**src/design/nhvv_pkg.sv**
```systemverilog
`default_nettype none
package nhvv_pkg;

    localparam int WORD_BITS = 32;
    localparam int FRAC_BITS = 16;
    localparam int CFG_BITS  = 31;

    typedef logic signed [WORD_BITS-1:0] word_t;
    // operand of the shared unit: one bit wider so 2^31 fits as a multiplier
    typedef logic signed [WORD_BITS:0]   oprd_t;

    localparam logic [63:0] LOG2E_Q32 = 64'd6196328019;
    localparam logic [63:0] LN2_Q32   = 64'd2977044472;
    localparam int          Q32_SHIFT = 32 - FRAC_BITS;

    localparam oprd_t ONE_Q   = oprd_t'(64'd1 << FRAC_BITS);
    localparam oprd_t LOG2E_Q = oprd_t'((LOG2E_Q32 + (64'd1 << (Q32_SHIFT - 1))) >> Q32_SHIFT);
    localparam oprd_t LN2_Q   = oprd_t'((LN2_Q32 + (64'd1 << (Q32_SHIFT - 1))) >> Q32_SHIFT);

    localparam logic [5:0] SH_Q     = 6'(FRAC_BITS);
    localparam logic [5:0] SH_HALF  = 6'(FRAC_BITS + 1);
    localparam logic [5:0] SH_RECIP = 6'd31;

    localparam logic [CFG_BITS-1:0] DT_RESET  = CFG_BITS'(327);
    localparam logic [CFG_BITS-1:0] TAU_RESET = CFG_BITS'(65536);
    localparam logic [CFG_BITS-1:0] TGT_RESET = CFG_BITS'(65536);

    localparam logic [1:0] CFG_TIME_STEP   = 2'd0;
    localparam logic [1:0] CFG_TAU         = 2'd1;
    localparam logic [1:0] CFG_TARGET_TEMP = 2'd2;

    localparam logic [1:0] KIND_FIRST  = 2'd0;
    localparam logic [1:0] KIND_SECOND = 2'd1;
    localparam logic [1:0] KIND_THERMO = 2'd2;

    typedef struct packed {
        logic [1:0]          kind;
        word_t               vel_x;
        word_t               vel_y;
        word_t               vel_z;
        word_t               vec_x;
        word_t               vec_y;
        word_t               vec_z;
        word_t               pos_x;
        word_t               pos_y;
        word_t               pos_z;
        logic [CFG_BITS-1:0] mass;
        logic [CFG_BITS-1:0] measured_temperature;
    } nhvv_in_t;

    typedef struct packed {
        word_t new_vel_x;
        word_t new_vel_y;
        word_t new_vel_z;
        word_t new_pos_x;
        word_t new_pos_y;
        word_t new_pos_z;
        word_t new_accel_x;
        word_t new_accel_y;
        word_t new_accel_z;
        word_t friction_out;
        word_t bath_position_out;
        logic  saturated;
    } nhvv_out_t;

    typedef struct packed {
        logic       go;
        logic       mul;
        logic       sub;
        logic [5:0] sh;
        logic       rnd;
        oprd_t      a;
        oprd_t      b;
    } alu_req_t;

    typedef struct packed {
        logic                go;
        oprd_t               num;
        logic [CFG_BITS-1:0] den;
    } div_req_t;

    typedef struct packed {
        logic  done;
        word_t res;
        logic  sat;
    } unit_rsp_t;

    // ceil(2^31 / k): floor(x / k) = (x * m) >> 31 for the small series terms
    function automatic oprd_t recip_k(input logic [2:0] k);
        oprd_t m;
        unique case (k)
            3'd1:    m = oprd_t'(64'd2147483648);
            3'd2:    m = oprd_t'(64'd1073741824);
            3'd3:    m = oprd_t'(64'd715827883);
            3'd4:    m = oprd_t'(64'd536870912);
            3'd5:    m = oprd_t'(64'd429496730);
            3'd6:    m = oprd_t'(64'd357913942);
            3'd7:    m = oprd_t'(64'd306783379);
            default: m = '0;
        endcase
        return m;
    endfunction

endpackage
`default_nettype wire

```
**src/design/nhvv_alu.sv**
```systemverilog
`default_nettype none
module nhvv_alu
    import nhvv_pkg::*;
(
    input  wire logic      clk,
    input  wire logic      rst_n,
    input  wire alu_req_t  req,
    output unit_rsp_t      rsp
);

    localparam int OW = WORD_BITS + 1;
    localparam int SW = WORD_BITS + 3;
    localparam int PW = 2 * OW;
    localparam logic [PW-1:0] MAG_MAX = PW'({1'b0, {(WORD_BITS-1){1'b1}}});
    localparam logic [PW-1:0] MAG_NEG = MAG_MAX + PW'(1);

    logic [OW-1:0]        a_mag;
    logic [OW-1:0]        b_mag;
    logic signed [SW-1:0] sum;
    logic [SW-1:0]        sum_mag;
    logic [PW-1:0]        mag_next;
    logic                 neg_next;
    logic [PW-1:0]        mag_reg;
    logic                 neg_reg;
    logic [5:0]           sh_reg;
    logic                 rnd_reg;
    logic                 v_reg;
    logic [PW-1:0]        half;
    logic [PW-1:0]        rounded;

    always_comb
    begin
        a_mag   = req.a[WORD_BITS] ? OW'(-req.a) : OW'(req.a);
        b_mag   = req.b[WORD_BITS] ? OW'(-req.b) : OW'(req.b);
        sum     = SW'(req.a) + (req.sub ? -SW'(req.b) : SW'(req.b));
        sum_mag = sum[SW-1] ? SW'(-sum) : SW'(sum);
        if (req.mul)
        begin
            mag_next = PW'(a_mag) * PW'(b_mag);
            neg_next = req.a[WORD_BITS] ^ req.b[WORD_BITS];
        end
        else
        begin
            mag_next = PW'(sum_mag);
            neg_next = sum[SW-1];
        end
    end

    always_ff @(posedge clk or negedge rst_n)
    begin
        if (!rst_n)
            v_reg <= 1'b0;
        else
            v_reg <= req.go;
    end

    always_ff @(posedge clk)
    begin
        if (req.go)
        begin
            mag_reg <= mag_next;
            neg_reg <= neg_next;
            sh_reg  <= req.sh;
            rnd_reg <= req.rnd;
        end
    end

    // second half: shift, round half away from zero if rnd, saturate
    always_comb
    begin
        half    = rnd_reg ? (PW'(1) << (sh_reg - 6'd1)) : '0;
        rounded = (mag_reg + half) >> sh_reg;
        rsp.done = v_reg;
        rsp.sat  = 1'b0;
        if (neg_reg)
        begin
            if (rounded > MAG_NEG)
            begin
                rsp.res = word_t'(MAG_NEG[WORD_BITS-1:0]);
                rsp.sat = 1'b1;
            end
            else
                rsp.res = -word_t'(rounded[WORD_BITS-1:0]);
        end
        else
        begin
            if (rounded > MAG_MAX)
            begin
                rsp.res = word_t'(MAG_MAX[WORD_BITS-1:0]);
                rsp.sat = 1'b1;
            end
            else
                rsp.res = word_t'(rounded[WORD_BITS-1:0]);
        end
    end

endmodule
`default_nettype wire

```
**config.mk**
```make
export PLATFORM = sky130hd
export DESIGN_NAME = nhvv_alu
export DESIGN_NICKNAME = d
export VERILOG_FILES = /design/src/design/nhvv_pkg.sv /design/src/design/nhvv_alu.sv
export SDC_FILE = /design/constraint.sdc
export NUM_CORES = 2
export LEC_CHECK = 0
export ABC_AREA = 1
export BUFFER_PORTS_ARGS = -buffer_cell sky130_fd_sc_hd__buf_4
export CORE_MARGIN = 3
export CORE_UTILIZATION = 35
export CTS_BUF_LIST = sky130_fd_sc_hd__clkbuf_4
export CTS_CLUSTER_SIZE = 12
export DETAILED_ROUTE_END_ITERATION = 12
export GPL_ROUTABILITY_DRIVEN = 0
export PLACE_DENSITY = 0.6
export SKIP_LAST_GASP = 1
export SLEW_MARGIN = 20
export SYNTH_ARGS = -nofsm -noshare
export SYNTH_HDL_FRONTEND = slang
export SYNTH_SLANG_ARGS = --single-unit
```
**constraint.sdc**
```tcl
create_clock -name clk -period 11.4 [get_ports clk]
set_input_delay 0 -clock clk [delete_from_list [all_inputs] [get_ports clk]]
set_output_delay 0 -clock clk [all_outputs]
set_load 0.1 [all_outputs]
```
Yosys cells after proc, flatten, opt, wreduce, memory -nomap -nowiden
Index checks and enable logic that the tools add are counted. Widths: inputs -> output; s select.

Flip-flop bits (word level): 75.

Multiplexer cells: 12. Order comparisons: 2. $add $sub $neg: 8. Bitwise gates (word level): 1. Multiply operators: 1. Shift operators: 2.

Operator list (number): $mux 35 (3); $mux 33 (3); $add 66x66->66 (1); $gt 66x31->1 const B (1); $gt 66x32->1 const B (1); $mul 33x33->66 (1); $mux 66 (1); $neg 33->33 (2); $shl 1x6->66 const A (1); $shr 66x6->66 (1); $mux 32 (2); $add 33x35->35 (1); $neg 33->35 (1); $neg 35->35 (1); $neg 32->32 (1); $sub 6x1->6 const B (1); $mux 1 (3); $xor 1x1->1 (1).

Depth between registers and ports, before layout
Depth after elaboration: 8. Gate-level depth with buffers: 53. Mapped depth without buffers: 51.

Worst setup path before layout
OpenSTA, ideal clock, no wires.

Path type: input port to flip-flop. From: in req[0] in the netlist's numbering. To: reg mag_reg[62], data pin. Data required time: 11.131 ns. Stages on the path: 52. Path slack: 2.212 ns. Setup time: 0.269 ns. Arrival time: 8.919 ns. Cells stage by stage: inv_1 clkbuf_1 ha_1 inv_1 or2_1 nor2_2 nand2_2 nor2_4 inv_2 nor2_4 nand2_2 nor2_4 nand4_1 nor4_2 nand4_1 or2_1 or2_4 xor2_1 [... 16 more ...] fa_1 inv_1 ha_1 nand2_1 nor2_1 inv_1 o221ai_1 a31oi_1 o21ai_0 nand2_1 o211ai_1 nand3_1 o211ai_1 nand2_1 nand3_1 nand2_1 nand2_1 a21oi_1.

Word-level cells in the longest chain between the ends: 3.

RTL lines: start, declared (RTL line nhvv_alu.sv:7) `input wire alu_req_t req,`; $neg 33->33 (RTL line nhvv_alu.sv:34) `b_mag = req.b[WORD_BITS] ? OW'(-req.b) : OW'(req.b);`; $mux 33 * (RTL line nhvv_alu.sv:34); $mul 33x33->66 * (RTL line nhvv_alu.sv:39) `mag_next = PW'(a_mag) * PW'(b_mag);`; end signal, assigned (RTL line nhvv_alu.sv:61) `mag_reg <= mag_next;`; end, declared (RTL line nhvv_alu.sv:23) `logic [PW-1:0] mag_reg;`.

Mark *: on every way between the ends. The rest lies on a longest branch, timed or not. A chain may end at the register's enable or synchronous reset.

Final worst setup path
From: in req[0] in the netlist's numbering. To: reg mag_reg[65], data pin.

Same word-level chain as after synthesis.

==> flow_metrics.tcl <==
set metrics [dict create \
    tightestPinTransition_ps 1120 \
    fill_cells 17300 \
    viasPerCell 5.37 \
    drtAntennaViolNets 0 \
    clockBufferDepth 2 \
    numPortBuffers 111 \
    ff_latch_area_um2 2250 \
    worst_setup_path_start_kind "input port" \
    largest_reg_flops 66 \
    syn-instance-count 8569 \
    yosys_warnings 0 \
    netlist_area_um2 57300 \
    cp.arrival_ps 10360 \
    syn_to_final_growth_pct 5.95 \
    die_h_um 411 \
    chipWidth_um 411 \
    drt-initial-drc-count 6962 \
    ys_seq_elements 75 \
    routed_wl_um 223000 \
    cts_tree "done" \
    worstHoldPathCells 3 \
    fin_nets 9917 \
    layout-drive-gt1-share_pct 6.58 \
    slowest_delay_ps 890 \
    post-dp-hpwl_um 186000 \
    fin_crit_sh_pct 88.2 \
    cts_sinks 75 \
    std_cell_rows 147 \
    seq_area_frac_synth_pct 3.92 \
    fmax_mhz 99.4 \
    rsz0062_at_grt "false" \
    slew_headroom_pct 25.2 \
    cts_htree_levels 3 \
    multiInputGateArea_um2 46900 \
    crit_path_max_fanout 29 \
    yosys-top-cells-area "fa_1 (34%), nand2_1 (14%), inv_1 (12%)" \
    firstDrtPassIters 9 \
    finalCriticalPeriod_ps 10060 \
    grt_start_max_net_pins 87 \
    drv_cap 0 \
    start_util_pct 35.5 \
    grt_remaining_overflow 0 \
    synth_cell_type_count 68 \
    ioPinCount 112 \
    drc 0 \
    cp.required_ps 11700 \
    min_path_type "in2reg" \
    hold_viol_final 0 \
    numCtsBuffers 9 \
    synth_flop_cell "edfxtp_1" \
    synth_enable_flop_cells 74 \
    core_region_area_um2 162000 \
    critPathCaptureType "register" \
    status "finished clean" \
    slew_violations 0 \
    async_flop_share_pct 1.33 \
    synth.avg_cell_area_um2 6.69 \
    clkSlewWorstSetupHoldPaths_ps 140 \
    crit_type "in2reg" \
    die_area_um2 169000 \
    setup_violations 0 \
    wl_per_cell_um 20.9 \
    syn-num-nets 9976 \
    tns_ps 0 \
    yosysTopAreaCellShare_pct 33.5 \
    vias 57300 \
    yosys.area.top_type "fa_1" \
    grt_pass1_wl_um 340000 \
    grt_pass1_vias 56600 \
    antenna_found_initial 9 \
    root_buffer "clkbuf_4" \
    grt_usage_pct 26.3 \
    cp_slowest_cell "o311ai_0" \
]
[per-stage QoR]
step / worst slack [ps] / instances / utilization, % / hold WS (ps) / area, µm²
2_1_floorplan: 2210 / 8569 / - / -296 / 57300
3_3_place_gp: 1160 / 10600 / 37.4 / -221 / 60500
3_5_place_dp: 990 / 10600 / 37.4 / -220 / 60500
4_1_cts: 1620 / 10700 / 37.6 / 89.2 / 60700
5_1_grt: 633 / 10700 / 37.6 / 135 / 60700
6_report: 1340 / 10700 / 37.6 / 184 / 60700
[critical path: cells and delay by family]
| kind | cells | cell delay, ps |
|---|---|---|
| buffers and inverters | 11 | 1220 |
| AO/OA/AOI/OAI | 5 | 1490 |
| AND/OR/NAND/NOR | 19 | 2730 |
| adder cells (fa/ha/maj) | 10 | 4700 |
| XOR/XNOR | 1 | 180 |
[Yosys cell counts, types with 10 or more instances]
library cell / count
o21a_1: 15
nand4_1: 57
nor2_4: 18
clkbuf_1: 185
inv_2: 34
nor2_1: 942
a31oi_1: 26
nand2_2: 64
clkinv_1: 28
nor2_2: 37
or2_2: 23
buf_1: 39
fa_1: 960
o21ai_0: 244
a21oi_1: 229
o21bai_1: 10
o211ai_1: 16
buf_2: 79
nand2_1: 2150
ha_1: 369
xor2_1: 79
nor3_1: 51
inv_1: 1762
nor4_1: 18
xnor2_1: 38
o21ai_1: 21
nand3b_1: 10
nand3_1: 801
edfxtp_1: 74
buf_4: 11
nand3_2: 77
[layout make-up]
class	count	area share, %
Multi-Input combinational cell	6350	77.2
Sequential cell	75	3.70
Inverter	1825	11.3
Clock buffer	9	0.111
Tap cell	2160	4.45
Clock inverter	7	0.0845
Antenna cell	3	0.0124
Timing Repair Buffer	249	3.12
[worst paths after layout]
check	to	from	slack, ps
worst max-delay path	mag_reg[65]	req[0]	1340
worst min-delay path	mag_reg[65]	req[74]	180
max in group asynchronous	v_reg	rst_n	11020
min in group asynchronous	v_reg	rst_n	280
[kinds of logic after synthesis]
| family | after synthesis | share of synthesized area, % |
|---|---|---|
| AOI/OAI and AO/OA | 608 | 5.81 |
| xor gates and xnor gates | 117 | 1.79 |
| adders and majority gates | 1329 | 41.6 |
| buffers and inverters | 2144 | 14.4 |
| DFF | 75 | 3.92 |
| muxes | 2 | 0.0349 |
| and+or+nand+nor | 4294 | 32.5 |
[metal layers]
metal	vias up	wire length (µm)	global-route usage, %	share of wire, %
li1	25800	-	-	-
met1	27700	88100	34.5	40
met2	3161	97000	41.2	44
met3	583	25000	5.85	11
met4	6	12500	11.9	5.6
met5	-	33	0	0.015
[repair_timing]
item	CTS	global route
gates resized for setup	0	0
buffers inserted	0	0
hold buffers	10	0
endpoints found under the hold margin	14	0
[cell usage in the layout (no fill, tap or decap), types with 10 or more instances in the layout]
cell / Yosys / final
nand2_1: 2150 / 2150
inv_1: 1762 / 1760
fa_1: 960 / 960
nor2_1: 942 / 942
nand3_1: 801 / 801
ha_1: 369 / 369
buf_4: 11 / 239
o21ai_0: 244 / 234
a21oi_1: 229 / 229
xor2_1: 79 / 78
nand3_2: 77 / 77
edfxtp_1: 74 / 74
nand2_2: 64 / 64
nand4_1: 57 / 57
nor3_1: 51 / 51
inv_2: 34 / 39
nor2_2: 37 / 37
xnor2_1: 38 / 36
a31oi_1: 26 / 26
clkinv_1: 28 / 25
or2_2: 23 / 23
o21ai_1: 21 / 22
nor4_1: 18 / 18
nor2_4: 18 / 18
o211ai_1: 16 / 16
o21a_1: 15 / 15
o21ai_2: 4 / 12
nand3b_1: 10 / 10
o21bai_1: 10 / 10
dlygate4sd3_1: 0 / 10
Power is not shown: default switching activity piles up to over one toggle a cycle in this logic, so the estimate is an artifact.
