## src/design/nhvv_pkg.sv

```systemverilog
`default_nettype none
package nhvv_pkg;

    localparam int WORD_BITS = 32;
    localparam int FRAC_BITS = 16;
    localparam int CFG_BITS  = 31;

    typedef logic signed [WORD_BITS-1:0] word_t;
    // operand of the shared unit: one bit wider so 2^31 fits as a multiplier
    typedef logic signed [WORD_BITS:0]   oprd_t;

    localparam logic [63:0] LOG2E_Q32 = 64'd6196328019;
    localparam logic [63:0] LN2_Q32   = 64'd2977044472;
    localparam int          Q32_SHIFT = 32 - FRAC_BITS;

    localparam oprd_t ONE_Q   = oprd_t'(64'd1 << FRAC_BITS);
    localparam oprd_t LOG2E_Q = oprd_t'((LOG2E_Q32 + (64'd1 << (Q32_SHIFT - 1))) >> Q32_SHIFT);
    localparam oprd_t LN2_Q   = oprd_t'((LN2_Q32 + (64'd1 << (Q32_SHIFT - 1))) >> Q32_SHIFT);

    localparam logic [5:0] SH_Q     = 6'(FRAC_BITS);
    localparam logic [5:0] SH_HALF  = 6'(FRAC_BITS + 1);
    localparam logic [5:0] SH_RECIP = 6'd31;

    localparam logic [CFG_BITS-1:0] DT_RESET  = CFG_BITS'(327);
    localparam logic [CFG_BITS-1:0] TAU_RESET = CFG_BITS'(65536);
    localparam logic [CFG_BITS-1:0] TGT_RESET = CFG_BITS'(65536);

    localparam logic [1:0] CFG_TIME_STEP   = 2'd0;
    localparam logic [1:0] CFG_TAU         = 2'd1;
    localparam logic [1:0] CFG_TARGET_TEMP = 2'd2;

    localparam logic [1:0] KIND_FIRST  = 2'd0;
    localparam logic [1:0] KIND_SECOND = 2'd1;
    localparam logic [1:0] KIND_THERMO = 2'd2;

    typedef struct packed {
        logic [1:0]          kind;
        word_t               vel_x;
        word_t               vel_y;
        word_t               vel_z;
        word_t               vec_x;
        word_t               vec_y;
        word_t               vec_z;
        word_t               pos_x;
        word_t               pos_y;
        word_t               pos_z;
        logic [CFG_BITS-1:0] mass;
        logic [CFG_BITS-1:0] measured_temperature;
    } nhvv_in_t;

    typedef struct packed {
        word_t new_vel_x;
        word_t new_vel_y;
        word_t new_vel_z;
        word_t new_pos_x;
        word_t new_pos_y;
        word_t new_pos_z;
        word_t new_accel_x;
        word_t new_accel_y;
        word_t new_accel_z;
        word_t friction_out;
        word_t bath_position_out;
        logic  saturated;
    } nhvv_out_t;

    typedef struct packed {
        logic       go;
        logic       mul;
        logic       sub;
        logic [5:0] sh;
        logic       rnd;
        oprd_t      a;
        oprd_t      b;
    } alu_req_t;

    typedef struct packed {
        logic                go;
        oprd_t               num;
        logic [CFG_BITS-1:0] den;
    } div_req_t;

    typedef struct packed {
        logic  done;
        word_t res;
        logic  sat;
    } unit_rsp_t;

    // ceil(2^31 / k): floor(x / k) = (x * m) >> 31 for the small series terms
    function automatic oprd_t recip_k(input logic [2:0] k);
        oprd_t m;
        unique case (k)
            3'd1:    m = oprd_t'(64'd2147483648);
            3'd2:    m = oprd_t'(64'd1073741824);
            3'd3:    m = oprd_t'(64'd715827883);
            3'd4:    m = oprd_t'(64'd536870912);
            3'd5:    m = oprd_t'(64'd429496730);
            3'd6:    m = oprd_t'(64'd357913942);
            3'd7:    m = oprd_t'(64'd306783379);
            default: m = '0;
        endcase
        return m;
    endfunction

endpackage
`default_nettype wire

```

## src/design/nhvv_div.sv

```systemverilog
`default_nettype none
module nhvv_div
    import nhvv_pkg::*;
(
    input  wire logic      clk,
    input  wire logic      rst_n,
    input  wire div_req_t  req,
    output unit_rsp_t      rsp
);

    localparam int NB = WORD_BITS + FRAC_BITS;
    localparam int CW = $clog2(NB + 1);
    localparam logic [NB:0] Q_MAX = (NB+1)'({1'b0, {(WORD_BITS-1){1'b1}}});
    localparam logic [NB:0] Q_NEG = Q_MAX + (NB+1)'(1);

    logic                busy_reg;
    logic                fin_reg;
    logic                done_reg;
    logic [CW-1:0]       cnt_reg;
    logic [NB-1:0]       n_reg;
    logic [NB-1:0]       q_reg;
    logic [CFG_BITS-1:0] r_reg;
    logic [CFG_BITS-1:0] d_reg;
    logic                neg_reg;
    word_t               res_reg;
    logic                sat_reg;
    logic [WORD_BITS:0]  num_mag;
    logic [CFG_BITS:0]   trial;
    logic                fits;
    logic                round_up;
    logic [NB:0]         q_round;

    always_comb
    begin
        num_mag  = req.num[WORD_BITS] ? (WORD_BITS+1)'(-req.num) : (WORD_BITS+1)'(req.num);
        trial    = {r_reg, n_reg[NB-1]};
        fits     = trial >= {1'b0, d_reg};
        round_up = {r_reg, 1'b0} >= {1'b0, d_reg};
        q_round  = (NB+1)'(q_reg) + (NB+1)'(round_up);
    end

    always_ff @(posedge clk or negedge rst_n)
    begin
        if (!rst_n)
        begin
            busy_reg <= 1'b0;
            fin_reg  <= 1'b0;
            done_reg <= 1'b0;
            cnt_reg  <= '0;
        end
        else
        begin
            done_reg <= fin_reg;
            fin_reg  <= 1'b0;
            if (req.go)
            begin
                busy_reg <= 1'b1;
                cnt_reg  <= '0;
            end
            else if (busy_reg)
            begin
                cnt_reg <= cnt_reg + CW'(1);
                if (cnt_reg == CW'(NB - 1))
                begin
                    busy_reg <= 1'b0;
                    fin_reg  <= 1'b1;
                end
            end
        end
    end

    // one quotient bit a cycle, restoring
    always_ff @(posedge clk)
    begin
        if (req.go)
        begin
            n_reg   <= {num_mag[WORD_BITS-1:0], {FRAC_BITS{1'b0}}};
            q_reg   <= '0;
            r_reg   <= '0;
            d_reg   <= req.den;
            neg_reg <= req.num[WORD_BITS];
        end
        else if (busy_reg)
        begin
            n_reg <= {n_reg[NB-2:0], 1'b0};
            q_reg <= {q_reg[NB-2:0], fits};
            r_reg <= fits ? CFG_BITS'(trial - {1'b0, d_reg}) : CFG_BITS'(trial);
        end
        if (fin_reg)
        begin
            sat_reg <= 1'b0;
            if (neg_reg)
            begin
                if (q_round > Q_NEG)
                begin
                    res_reg <= word_t'(Q_NEG[WORD_BITS-1:0]);
                    sat_reg <= 1'b1;
                end
                else
                    res_reg <= -word_t'(q_round[WORD_BITS-1:0]);
            end
            else
            begin
                if (q_round > Q_MAX)
                begin
                    res_reg <= word_t'(Q_MAX[WORD_BITS-1:0]);
                    sat_reg <= 1'b1;
                end
                else
                    res_reg <= word_t'(q_round[WORD_BITS-1:0]);
            end
        end
    end

    assign rsp.done = done_reg;
    assign rsp.res  = res_reg;
    assign rsp.sat  = sat_reg;

endmodule
`default_nettype wire

```

## config.mk

```make
export PLATFORM = sky130hd
export DESIGN_NAME = nhvv_div
export DESIGN_NICKNAME = d
export VERILOG_FILES = /design/src/design/nhvv_pkg.sv /design/src/design/nhvv_div.sv
export SDC_FILE = /design/constraint.sdc
export NUM_CORES = 1
export LEC_CHECK = 0
export BUFFER_PORTS_ARGS = -buffer_cell sky130_fd_sc_hd__buf_2
export CORE_ASPECT_RATIO = 0.6
export CORE_MARGIN = 8
export CORE_UTILIZATION = 45
export DETAILED_ROUTE_END_ITERATION = 10
export HOLD_SLACK_MARGIN = 0.05
export PLACE_DENSITY_LB_ADDON = 0.15
export SYNTH_ARGS = -nofsm -noshare
export SYNTH_HDL_FRONTEND = slang
export SYNTH_SLANG_ARGS = --single-unit
export TNS_END_PERCENT = 100
```

## constraint.sdc

```tcl
create_clock -name clk -period 4.53 [get_ports clk]
set_clock_uncertainty 0.05 [all_clocks]
set_input_delay 0.453 -clock clk [delete_from_list [all_inputs] [get_ports clk]]
set_output_delay 0.453 -clock clk [all_outputs]
set_load 0.02 [all_outputs]
```

Yosys cells after proc, flatten, opt, wreduce, memory -nomap -nowiden. Cells that the tools add are included.

Bits in registers: 185. Output and inout bits: 34.

Magnitude comparators: 4. Equality and inequality tests: 1. Multiplexer cells: 18. Reduce and logical (&&, ||, !) cells: 1. $add $sub $neg: 5.

Operators with widths (number): $mux W32 (4); $mux W48 (2); $ge A32 B31 Y1 (2); $neg A32 Y32 (2); $add A48 B1 Y49 (1); $gt A49 B31 Y1 const B (1); $gt A49 B32 Y1 const B (1); $mux W31 (1); $sub A31 B31 Y31 (1); $mux W6 (2); $mux W1 (9); $add A6 B1 Y6 const B (1); $eq A6 B6 Y1 const B (1); $reduce_bool A2 Y1 (1).

Longest topological paths before layout. Gate-level depths: netlist of run 1.

Depth in word-level cells: 5. Mapped depth: 25. Mapped depth without buffers: 23.

Worst setup path after synthesis of run 1. Ideal clock, no wire load.

Path kind: reg-to-reg. Start: register d_reg[20]. End: register res_reg[28], data pin. Arrival: 4.789 ns. Clock period less this slack: 4.991 ns. Slack: -0.461 ns. Data required time: 4.328 ns. Buffers on the path: 2. Cell stages (with the launch flop): 23. Cell sequence: edfxtp_1 inv_1 ha_1 clkbuf_1 a21o_1 a21oi_1 o21ai_0 a31oi_1 o311ai_0 a31o_2 ha_1 ha_1 ha_1 nand4b_1 or4_1 or4_1 nor4b_1 nand4_1 and4_1 buf_2 nand2_2 a21bo_2 a22oi_2.

Word-level cells in the longest chain between the ends: 5. Elaborated cells between the ends (all ways): 8. Those cells by class: add/sub (2); order compare (3); mux (3).

RTL lines: start: declaration (line nhvv_div.sv:23) `logic [CFG_BITS-1:0] d_reg;`; start signal: assignment (line nhvv_div.sv:80) `d_reg <= req.den;`; $ge A32 B31 Y1 (*) (line nhvv_div.sv:38) `round_up = {r_reg, 1'b0} >= {1'b0, d_reg};`; $add A48 B1 Y49 (*) (line nhvv_div.sv:39) `q_round = (NB+1)'(q_reg) + (NB+1)'(round_up);`; $gt A49 B31 Y1 (tied with other cells) (line nhvv_div.sv:104) `if (q_round > Q_MAX)`; $mux W32, on equally long branches (line nhvv_div.sv:104, nhvv_div.sv:94); $mux W32 (*) (line nhvv_div.sv:92) `if (neg_reg)`; end signal: assignment (line nhvv_div.sv:96) `res_reg <= word_t'(Q_NEG[WORD_BITS-1:0]);`; end signal: assignment (line nhvv_div.sv:106) `res_reg <= word_t'(Q_MAX[WORD_BITS-1:0]);`; end signal: assignment (line nhvv_div.sv:110) `res_reg <= word_t'(q_round[WORD_BITS-1:0]);`; end: declaration (line nhvv_div.sv:25) `word_t res_reg;`.

Mark *: on every way between the ends. The rest lies on a longest branch, timed or not. A chain may end at the register's enable or synchronous reset.

Worst setup path after layout of run 1.
Start: register d_reg[25]. End: register res_reg[11], data pin.

Same word-level chain as after synthesis.

==> results of run 1 <==
[power by group through the flow]
stage | clock network [mW] | registers, mW | logic (mW)
final | 1.60 | 2.12 | 4.02
after detailed placement | 0 | 2.15 | 3.27
after global routing | 1.70 | 2.14 | 4.38
after floorplan | 0 | 2.14 | 2.03
after CTS | 1.63 | 2.12 | 3.65
after global placement | 0 | 2.14 | 3.21
[stage by stage]
| stage | total power [mW] | instance area (sq um) | setup TNS, ps | util, % |
|---|---|---|---|---|
| after floorplan | 4.17 | 11900 | 0 | - |
| after global placement | 5.35 | 14100 | -8790 | 53.8 |
| after detailed placement | 5.42 | 14100 | -10920 | 53.8 |
| after CTS | 7.40 | 15100 | -8670 | 57.9 |
| after global routing | 8.23 | 15700 | -17010 | 60.0 |
| final | 7.74 | 15700 | -8200 | 60.0 |
[final cells by class]
cell class / count / area, sq um / area share (%)
inverter: 53 / 201 / 1.29
sequential: 185 / 4720 / 30.1
tap: 360 / 450 / 2.87
clock inverter: 13 / 151 / 0.966
timing repair buffer: 350 / 2620 / 16.7
multi-input combinational: 979 / 7060 / 45.1
clock buffer: 19 / 464 / 2.96
[how the worst max path moves through the flow]
stage                            endpoint  slack (ps)  cells after the start
floorplan           res_reg[29]$_DFFE_PP_           2                     24
global placement    res_reg[28]$_DFFE_PP_        -380                     21
detailed placement  res_reg[28]$_DFFE_PP_        -470                     21
CTS                 res_reg[28]$_DFFE_PP_        -350                     22
global route        res_reg[11]$_DFFE_PP_        -580                     22
finish              res_reg[11]$_DFFE_PP_        -330                     22
[logic make-up after synthesis]
kind of cell    Yosys count  synth area share, %
compound gates          325                 17.8
xor+xnor                 91                 6.74
fa+ha+maj                38                 4.09
buf+inv                 141                 4.91
flops                   185                 39.9
mux                      82                 7.06
simple gates            443                 19.4
[cell usage in the layout, fill, tap and decap left out, drive strengths merged, types with 6 or more instances in the layout]
cell	instances
a21o	42
inv	63
nor2	132
o211ai	17
buf	345
nor3	20
ha	37
xnor2	44
or4	18
or3	15
nor4	15
mux2	11
edfxtp	97
clkbuf	23
mux2i	71
o41ai	6
o21ai	66
nand3	38
nor2b	10
dfrtp	9
and4	14
nand2b	7
and2	13
nand2	99
xor2	47
a22oi	6
nand4	22
dfxtp	79
and3	21
a21oi	92
o31ai	19
a211oi	24
a31oi	6
[layer usage]
metal	up-vias	GRT usage, %	share of wire (%)
li1	5346	-	-
met4	0	4.36	0.87
met5	-	0	0
met3	19	4.72	6.8
met2	305	26.4	39
met1	5036	31.4	53
[repair_timing]
item,in CTS,in global routing
pin swaps,25,50
setup endpoints to repair,33,65
endpoints found under the hold margin,9,0
gates resized for setup,45,77
hold buffers,1,0
setup buffers,26,18
gates cloned,2,5
==> metrics.md, run 1 <==
| Metric | Value |
|---|---|
| Synth-to-Final Area Change | 32.6% |
| P_leak | 7.23 nW |
| Unique masters post-synth | 78 |
| Clock latency on the worst-skew pair | 460 ps |
| Flop pwr share | 27.4% |
| Worst Tran Pin Value | 801 ps |
| Status | finished, violations left |
| Max Fclk | 206 MHz |
| Max_slew headroom | 46.6% |
| Worst setup EP type | flip-flop |
| GPL Wtd Cong | 0.865 |
| Setup ws final | -325 ps |
| Synth Register Bits | 185 |
| RSZ-0062 raised after global routing | yes |
| Reg-to-reg critical path endpoint | res_reg[11]$_DFFE_PP_ |
| Maximum vdd drop | 0.272 mV |
| Via count | 10,700 |
| Logic pwr share | 52.0% |
| Post-route DRC | 0 |
| H-tree levels | 4 |
| Routed WL | 33.0 mm |
| WP buf/inv | 7 |
| Sw frac | 35.7% |
| Die height | 142 microns |
| Net Switching | 2.76 mW |
| CTS root buffer | clkbuf_16 |
| Pin count of the biggest net entering global routing | 90 |
| Total CTS buffers | 17 |
| Crit-path slowest cell | or4_4 |
| Crit path DAT | 5140 ps |
| Syn avg cell area | 9.06 sq um |
| Hold Path End | d_reg[29]$_DFFE_PP_ |
| Max incr delay on CP | 560 ps |
| R2R setup slack | -330 ps |
| Ys flop type | edfxtp_1 |
| Largest register FFs | 48 |
| Main area contributors after synthesis | edfxtp_1, dfxtp_1, mux2i_1, nor2_1, ha_1 |
| Cell Rows | 46 |
| CP delay by family, top | simple AND/OR/NAND/NOR gates |
| Initial antenna violation count | 0 |
| Number of global-route vias before repair | 9,977 |
| Number of DRC markers in iteration 0 | 945 |
| Ant. Diodes | 0 |
| Max Root-Sink Buffers | 2 |
| Power per cell area | 494 mW/mm^2 |
| Synthesized area | 0.0118 sq mm |
| Yosys top cell area share | 24.6% |
| Failing checks | negative setup slack |
| Initial DRT Pass Iterations | 5 |
| First-pass GRT wire length | 52.0 mm |
| Synth top cells by count | nor2_1, nand2_1, edfxtp_1 |
| Critical Path Fanout Max | 8 |
| Yosys warns | 0 |
| Vias per cell | 5.47 |
| Crit path launch type | flip-flop |
| I/O pin count | 101 |
| Final hold violations | 0 |
| Hold depth | 1 |
| Endpoints failing setup | 33 |
| Cells after DPL | 1,883 |
| # fillers | 2,311 |
| GRT Total Usage | 19.9% |
| Most frequent CP cell | ha_4 |
| Final period util | 107% |
| CP Data Required Time | 4820 ps |
| Most common cell in the netlist | nor2_1 |
| Final min period | 4860 ps |
| Routed Antenna Nets | 0 |
| CORE AREA | 0.0261 sq mm |
| P_int | 4.98 mW |
| Layout cells sized above 1 | 30.8% |
| Full die area | 0.0319 sq mm |
| Port Buffers | 100 |
| CP Class | flip-flop to flip-flop |
| Die width | 225 microns |
| Post-synth EDFFs | 97 |
| Setup WS pre-CTS | -472 ps |
| Post-synthesis sequential area ratio | 39.9% |
| Wire length per cell | 16.8 microns |
| Syn Nets | 1,410 |
| Nets | 1,691 |
| Hold slack | 110 ps |
| CTS Sinks | 185 |
| Non-Filler Instances | 1,959 |
| CTS tree | done |
| Cell count after synthesis | 1,305 |
| GR Overflow Total | 0 |
| HP Class | input pin to flip-flop |
| Area leader, netlist | edfxtp_1 |
| Clock share of power | 20.6% |
| Number of max-cap violations | 0 |
| Register clock-pin slew on the reported worst setup and hold paths | 70 ps |
| Worst setup path start | d_reg[25]$_DFFE_PP_ |
| Crit Reg-Reg Startpoint | d_reg[25]$_DFFE_PP_ |
| Async SR Flop Fraction | 4.86% |
| Worst Hold Launch | req[29] |
| Crit-path cells | inv_2 -> ha_4 -> buf_4 -> nand4_1 -> buf_4 -> o311ai_4 -> a31o_4 -> ha_4 -> ha_4 -> nand4_1 -> or4_4 -> buf_6 -> o21a_4 -> nor4_4 -> nand4_4 -> nor3b_4 -> a31oi_4 -> nor2_4 -> buf_12 -> buf_12 -> buf_16 -> a21o_1 |
| Initial core utilization | 45.2% |
| Worst r2r path cells | 22 |
| DP Wirelength | 23.1 mm |
| Number of max-slew violations in the final report | 0 |
No activity file was read; power rests on OpenSTA's default activity.
==> run 2, diff against run 1 <==
- RECOVER_POWER: not set -> 100
- SETUP_SLACK_MARGIN: not set -> 0.15
==> run 2 against run 1 <==
  * The run ends with max-capacitance violations, max-slew violations, negative setup slack left
  * Utilization is 0.36 points lower
  * Wire length is 1.2% higher
  * Via count is 0.28% lower
  * First-iteration DRC count is 5.3% lower
  * Clock power is 5% lower
  * Clock-buffer cell count stayed put
  * Sequential share of layout area is 0.18 points higher
  * Fmax is 1.7% higher
  * Critical path depth stayed put
  * Largest power group unchanged
  * Highest routed layer unchanged
==> metrics.md, run 2 (synthesis gave the netlist of run 1 again) <==
| Metric | Value |
|---|---|
| Status | finished, violations left (unchanged) |
| Failing checks | max-capacitance violations, max-slew violations, negative setup slack (was negative setup slack) |
| Worst Hold Launch | req[14] (was req[29]) |
| Hold Path End | d_reg[14]$_DFFE_PP_ (was d_reg[29]$_DFFE_PP_) |
| HP Class | input pin to flip-flop (unchanged) |
| Via count | 10,700 (about the same) |
| Number of max-cap violations | 2 (was 0) |
| GPL Wtd Cong | 0.895 (was 0.865) |
| GR Overflow Total | 0 (unchanged) |
| Cell Rows | 46 (unchanged) |
| Max_slew headroom | -178% (was 46.6%) |
| Die width | 225 microns (unchanged) |
| CTS Sinks | 185 (unchanged) |
| RSZ-0062 raised after global routing | yes (unchanged) |
| CTS tree | done (unchanged) |
| R2R setup slack | -240 ps (was -330 ps) |
| Ant. Diodes | 0 (unchanged) |
| CP Class | flip-flop to flip-flop (unchanged) |
| Initial antenna violation count | 0 (unchanged) |
| Register clock-pin slew on the reported worst setup and hold paths | 70 ps (about the same) |
| Vias per cell | 5.51 (was 5.47) |
| H-tree levels | 4 (unchanged) |
| Number of DRC markers in iteration 0 | 895 (was 945) |
| Routed WL | 33.4 mm (was 33.0 mm) |
| Initial core utilization | 45.2% (unchanged) |
| Cells after DPL | 1,859 (was 1,883) |
| Synth-to-Final Area Change | 31.8% (was 32.6%) |
| I/O pin count | 101 (unchanged) |
| Number of max-slew violations in the final report | 133 (was 0) |
| P_leak | 6.93 nW (was 7.23 nW) |
| Largest register FFs | 48 (unchanged) |
| GRT Total Usage | 19.9% (about the same) |
| Final min period | 4770 ps (was 4860 ps) |
| Worst Tran Pin Value | 4170 ps (was 801 ps) |
| CTS root buffer | clkbuf_16 (unchanged) |
| Nets | 1,669 (was 1,691) |
| Commonest non-fill, non-tap cell in the layout | buf_4 (unchanged) |
| Hold depth | 1 (unchanged) |
| Wire length per cell | 17.2 microns (was 16.8 microns) |
| Post-route DRC | 0 (unchanged) |
| CORE AREA | 0.0261 sq mm (unchanged) |
| Routed Antenna Nets | 0 (unchanged) |
| Port Buffers | 100 (unchanged) |
| Full die area | 0.0319 sq mm (unchanged) |
| Number of global-route vias before repair | 9,887 (was 9,977) |
| Power per cell area | 516 mW/mm^2 (was 494 mW/mm^2) |
| Crit path launch type | flip-flop (unchanged) |
| Worst r2r path cells | 22 (unchanged) |
| Max Fclk | 210 MHz (was 206 MHz) |
| Clock latency on the worst-skew pair | 450 ps (was 460 ps) |
| Pin count of the biggest net entering global routing | 98 (was 90) |
| Final core area utilization | 59.6% (was 60.0%) |
| Layout cells sized above 1 | 28.2% (was 30.8%) |
| Setup ws final | -243 ps (was -325 ps) |
| Reg-to-reg critical path endpoint | res_reg[28]$_DFFE_PP_ (was res_reg[11]$_DFFE_PP_) |
| Worst setup EP type | flip-flop (unchanged) |
| Hold slack | 123 ps (was 110 ps) |
| Maximum vdd drop | 0.256 mV (was 0.272 mV) |
| Max Root-Sink Buffers | 2 (unchanged) |
| Endpoints failing setup | 45 (was 33) |
| Initial DRT Pass Iterations | 5 (unchanged) |
| First-pass GRT wire length | 52.1 mm (was 52.0 mm) |
| DP Wirelength | 22.8 mm (was 23.1 mm) |
| Crit path DAT | 5020 ps (was 5140 ps) |
| Die height | 142 microns (unchanged) |
| Critical Path Fanout Max | 6 (was 8) |
| Final hold violations | 0 (unchanged) |
| Setup TNS | -6740 ps (was -8200 ps) |
| Final period util | 105% (was 107%) |
| Non-Filler Instances | 1,937 (was 1,959) |
| Crit Reg-Reg Startpoint | d_reg[23]$_DFFE_PP_ (was d_reg[25]$_DFFE_PP_) |
| CP Data Required Time | 4780 ps (was 4820 ps) |
| Total CTS buffers | 17 (unchanged) |
| Setup WS pre-CTS | -284 ps (was -472 ps) |
| Most frequent cells in the layout | buf_4, nor2_1, edfxtp_1 (was buf_4, nor2_1, buf_2) |
[run 2: area by class of cell]
cell class	instances	area (sq um)
Tap cell	360	450
Clock inverter	13	124
Inverter	53	199
Multi-Input combinational cell	979	7140
Fill cell	2299	10600
Clock buffer	19	475
Sequential cell	185	4720
Timing Repair Buffer	328	2460
[run 2: layer usage]
metal	GRT usage (%)	vias to the layer above	routed length, microns
li1	-	5304	-
met1	31.9	5067	18000
met2	26.3	283	13000
met3	4.82	22	2050
met4	3.27	0	251
met5	0	-	0
[run 2: worst max-delay path by stage]
stage | from | end | slack (ps) | depth (start not counted)
after global routing | d_reg[17]$_DFFE_PP_ | res_reg[28]$_DFFE_PP_ | -430 | 24
after floorplan | d_reg[20]$_DFFE_PP_ | res_reg[29]$_DFFE_PP_ | 20 | 24
after detailed placement | d_reg[20]$_DFFE_PP_ | res_reg[28]$_DFFE_PP_ | -280 | 21
after CTS | d_reg[5]$_DFFE_PP_ | res_reg[28]$_DFFE_PP_ | -210 | 22
final | d_reg[23]$_DFFE_PP_ | res_reg[28]$_DFFE_PP_ | -240 | 22
after global placement | d_reg[17]$_DFFE_PP_ | res_reg[28]$_DFFE_PP_ | -240 | 21
[run 2: stage by stage]
step / cell area, sq um / power [mW]
global placement: 13900 / 5.28
finish: 15600 / 8.03
floorplan: 12000 / 4.19
global route: 15600 / 8.51
CTS: 14900 / 7.21
detailed placement: 13900 / 5.33
[run 2: critical path: stages, from the launching register on]
cell and delay, ps:
edfxtp_1 320, inv_1 50, ha_1 410, nand2_1 160, or2_2 360, nor2_2 150
a31o_4 210, ha_4 170, ha_4 150, nand4_1 150, or4_1 530, buf_6 160
buf_6 130, nor3_4 200, xnor2_2 100, nor4_2 320, buf_4 160, nand4_1 100
and4_4 210, buf_6 130, nand2_4 70, a21bo_4 230, a22oi_2 110
[run 2: where the power goes]
part	leakage (nW)	internal, mW	switching [mW]
registers	1.70	2.01	0.133
logic	4.93	2.28	2.09
clock network	0.296	0.794	0.728
[run 2: what timing repair did]
action                                 CTS  global route
hold buffers                             1             0
setup buffers                           25            12
endpoints found under the hold margin    9             0
pin swaps                               10            72
cloned                                   1             7
setup endpoints to repair               33            65
resized for setup                       49           118
==> run 3, diff against run 2 <==
- clock period: 4.53 -> 4.6 ns (I/O delays scaled with it)
==> run 3 against run 2 <==
  * The flow still finishes with violations (max-capacitance violations, max-slew violations, negative setup slack)
  * Critical path depth increased by 1
  * First-iteration DRC count fell by 16%
  * Wire length is 6.7% lower
  * Power fell by 13%
  * Clock power down 6%
  * Register-to-register slack better by 150 ps
  * Flip-flop and latch count stayed put
  * Sequential power is 2% lower
  * Fmax grew 1.6%
==> metrics.md, run 3 (synthesis gave the netlist of run 1 again) <==
| Metric | Value |
|---|---|
| Max Fclk | 213 MHz (was 210 MHz) |
| Routed Antenna Nets | 0 (unchanged) |
| P_int | 4.46 mW (was 5.09 mW) |
| CTS tree | done (unchanged) |
| I/O pin count | 101 (unchanged) |
| Logic pwr share | 49.4% (was 54.3%) |
| Sw frac | 36.0% (was 36.7%) |
| Cells after DPL | 1,866 (was 1,859) |
| Power per cell area | 463 mW/mm^2 (was 516 mW/mm^2) |
| Initial core utilization | 45.2% (unchanged) |
| Full die area | 0.0319 sq mm (unchanged) |
| Cell Rows | 46 (unchanged) |
| Status | finished, violations left (unchanged) |
| RSZ-0062 raised after global routing | yes (unchanged) |
| Worst r2r path cells | 23 (was 22) |
| HP Class | input pin to flip-flop (unchanged) |
| Nets | 1,652 (was 1,669) |
| Endpoints failing setup | 30 (was 45) |
| Register clock-pin slew on the reported worst setup and hold paths | 80 ps (was 70 ps) |
| GRT Total Usage | 19.1% (was 19.9%) |
| H-tree levels | 4 (unchanged) |
| GR Overflow Total | 0 (unchanged) |
| Final period util | 102% (was 105%) |
| CORE AREA | 0.0261 sq mm (unchanged) |
| Crit path DAT | 4950 ps (was 5020 ps) |
| Number of DRC markers in iteration 0 | 756 (was 895) |
| Worst setup EP type | flip-flop (unchanged) |
| Clock latency on the worst-skew pair | 450 ps (about the same) |
| Synth-to-Final Area Change | 27.6% (was 31.8%) |
| Reg-to-reg critical path endpoint | res_reg[28]$_DFFE_PP_ (unchanged) |
| Via count | 10,500 (was 10,700) |
| Maximum vdd drop | 0.228 mV (was 0.256 mV) |
| Routed WL | 31.1 mm (was 33.4 mm) |
| Net Switching | 2.51 mW (was 2.95 mW) |
| Crit Reg-Reg Startpoint | d_reg[25]$_DFFE_PP_ (was d_reg[23]$_DFFE_PP_) |
| Non-Filler Instances | 1,920 (was 1,937) |
| Flop pwr share | 30.1% (was 26.7%) |
| Initial antenna violation count | 0 (unchanged) |
| Failing checks | max-capacitance violations, max-slew violations, negative setup slack (unchanged) |
| Max_slew headroom | -45.3% (was -178%) |
| Setup ws final | -96.5 ps (was -243 ps) |
| Die width | 225 microns (unchanged) |
| Clock share of power | 20.5% (was 19.0%) |
| Number of global-route vias before repair | 9,530 (was 9,887) |
| Layout cells sized above 1 | 25.6% (was 28.2%) |
| Die height | 142 microns (unchanged) |
| P_leak | 6.78 nW (was 6.93 nW) |
| Worst setup path start | d_reg[25]$_DFFE_PP_ (was d_reg[23]$_DFFE_PP_) |
| Setup TNS | -1590 ps (was -6740 ps) |
| Largest register FFs | 48 (unchanged) |
| CTS root buffer | clkbuf_16 (unchanged) |
| Port Buffers | 100 (unchanged) |
| Crit path launch type | flip-flop (unchanged) |
| Vias per cell | 5.48 (was 5.51) |
| Ant. Diodes | 0 (unchanged) |
| Worst Tran Pin Value | 2180 ps (was 4170 ps) |
| GPL Wtd Cong | 0.872 (was 0.895) |
| CP Data Required Time | 4850 ps (was 4780 ps) |
| Critical Path Fanout Max | 7 (was 6) |
| Number of max-slew violations in the final report | 361 (was 133) |
| Max Root-Sink Buffers | 2 (unchanged) |
| Most frequent cells in the layout | buf_4, nor2_1, edfxtp_1 (unchanged) |
| Total CTS buffers | 17 (unchanged) |
| Pin count of the biggest net entering global routing | 109 (was 98) |
| Final hold violations | 0 (unchanged) |
| Wire length per cell | 16.2 microns (was 17.2 microns) |
| Critical Path Sink | res_reg[28]$_DFFE_PP_ (unchanged) |
| Initial DRT Pass Iterations | 7 (was 5) |
| Final min period | 4700 ps (was 4770 ps) |
| First-pass GRT wire length | 49.9 mm (was 52.1 mm) |
| Number of max-cap violations | 6 (was 2) |
| Post-route DRC | 0 (unchanged) |
| CP Class | flip-flop to flip-flop (unchanged) |
| Commonest non-fill, non-tap cell in the layout | buf_4 (unchanged) |
| R2R setup slack | -100 ps (was -240 ps) |
| CTS Sinks | 185 (unchanged) |
| DP Wirelength | 22.4 mm (was 22.8 mm) |
## run 3: cell count changes in the layout (fill, tap and decap cells not counted), moves of 6 or more
cell / previous run / this run
o21ai_0: 45 / 58
a211oi_1: 18 / 24
nand2_1: 86 / 94
buf_6: 29 / 13
a211oi_2: 6 / 0
nor2_1: 123 / 129
a21oi_2: 12 / 6
o21ai_1: 15 / 2
nand2_2: 10 / 4
## run 3: timing repair
action                     4_1_cts  5_1_grt
hold endpoints to repair         9        0
setup endpoints to repair       33       33
resized for setup               41       58
gates cloned                     1        3
pin swaps                       20       14
setup buffers                   10        7
hold buffers                     1        0
## run 3: cell type report
| type | instances | area, sq um |
|---|---|---|
| clock buffer | 18 | 450 |
| clock inverter | 14 | 110 |
| fill | 2397 | 11000 |
| inverter | 53 | 199 |
| multi-input combinational | 979 | 7030 |
| sequential | 185 | 4720 |
| tap | 360 | 450 |
| timing repair buffer | 311 | 2130 |
## run 3: per-layer routing
layer / track usage [%] / vias to the layer above / routed length (microns)
met1: 31.1 / 5003 / 17200
li1: - / 5253 / -
met4: 4.43 / 0 / 280
met2: 24.7 / 245 / 11900
met3: 3.83 / 22 / 1710
met5: 0 / - / 0
## run 3: worst min-delay path by stage
stage          startpoint                  end  depth (start not counted)
2_1_floorplan       rst_n   busy_reg$_DFF_PN0_                          0
3_3_place_gp        rst_n   done_reg$_DFF_PN0_                          1
3_5_place_dp        rst_n   done_reg$_DFF_PN0_                          1
4_1_cts           req[21]  d_reg[21]$_DFFE_PP_                          1
5_1_grt           req[21]  d_reg[21]$_DFFE_PP_                          1
6_report          req[29]  d_reg[29]$_DFFE_PP_                          1
## run 3: critical path, cell delays in order (launching register included)
cell      delay [ps]
edfxtp_1         360
inv_2             60
ha_4             260
buf_4            100
nand4_1          180
buf_4            220
o311ai_4         290
a31o_4           180
ha_4             150
ha_4             130
nand4_1          170
or4_4            480
buf_8            160
buf_6            110
nor4_4           240
xnor2_2          110
nor4_2           320
buf_4            160
nand4_1           70
and4_4           200
buf_6            140
nand2_8           70
a21bo_4          230
a22oi_2          100
## run 3: stage by stage
stage | worst slack (ps) | power (mW) | area, sq um | util, % | hold WS (ps)
finish | -96.5 | 6.98 | 15100 | 57.7 | 126
global route | -266 | 7.45 | 15100 | 57.7 | 101
CTS | -179 | 6.85 | 14800 | 56.5 | 102
detailed placement | -328 | 5.31 | 13900 | 53.3 | 294
global placement | -261 | 5.25 | 13900 | 53.3 | 292
floorplan | 72.5 | 4.11 | 12000 | - | 114
## run 3: power groups by stage
stage               logic [mW]  clock network [mW]  registers [mW]
floorplan                 2.00                   0            2.10
global placement          3.13                   0            2.12
detailed placement        3.18                   0            2.12
CTS                       3.29                1.46            2.09
global route              3.79                1.54            2.12
finish                    3.45                1.43            2.10
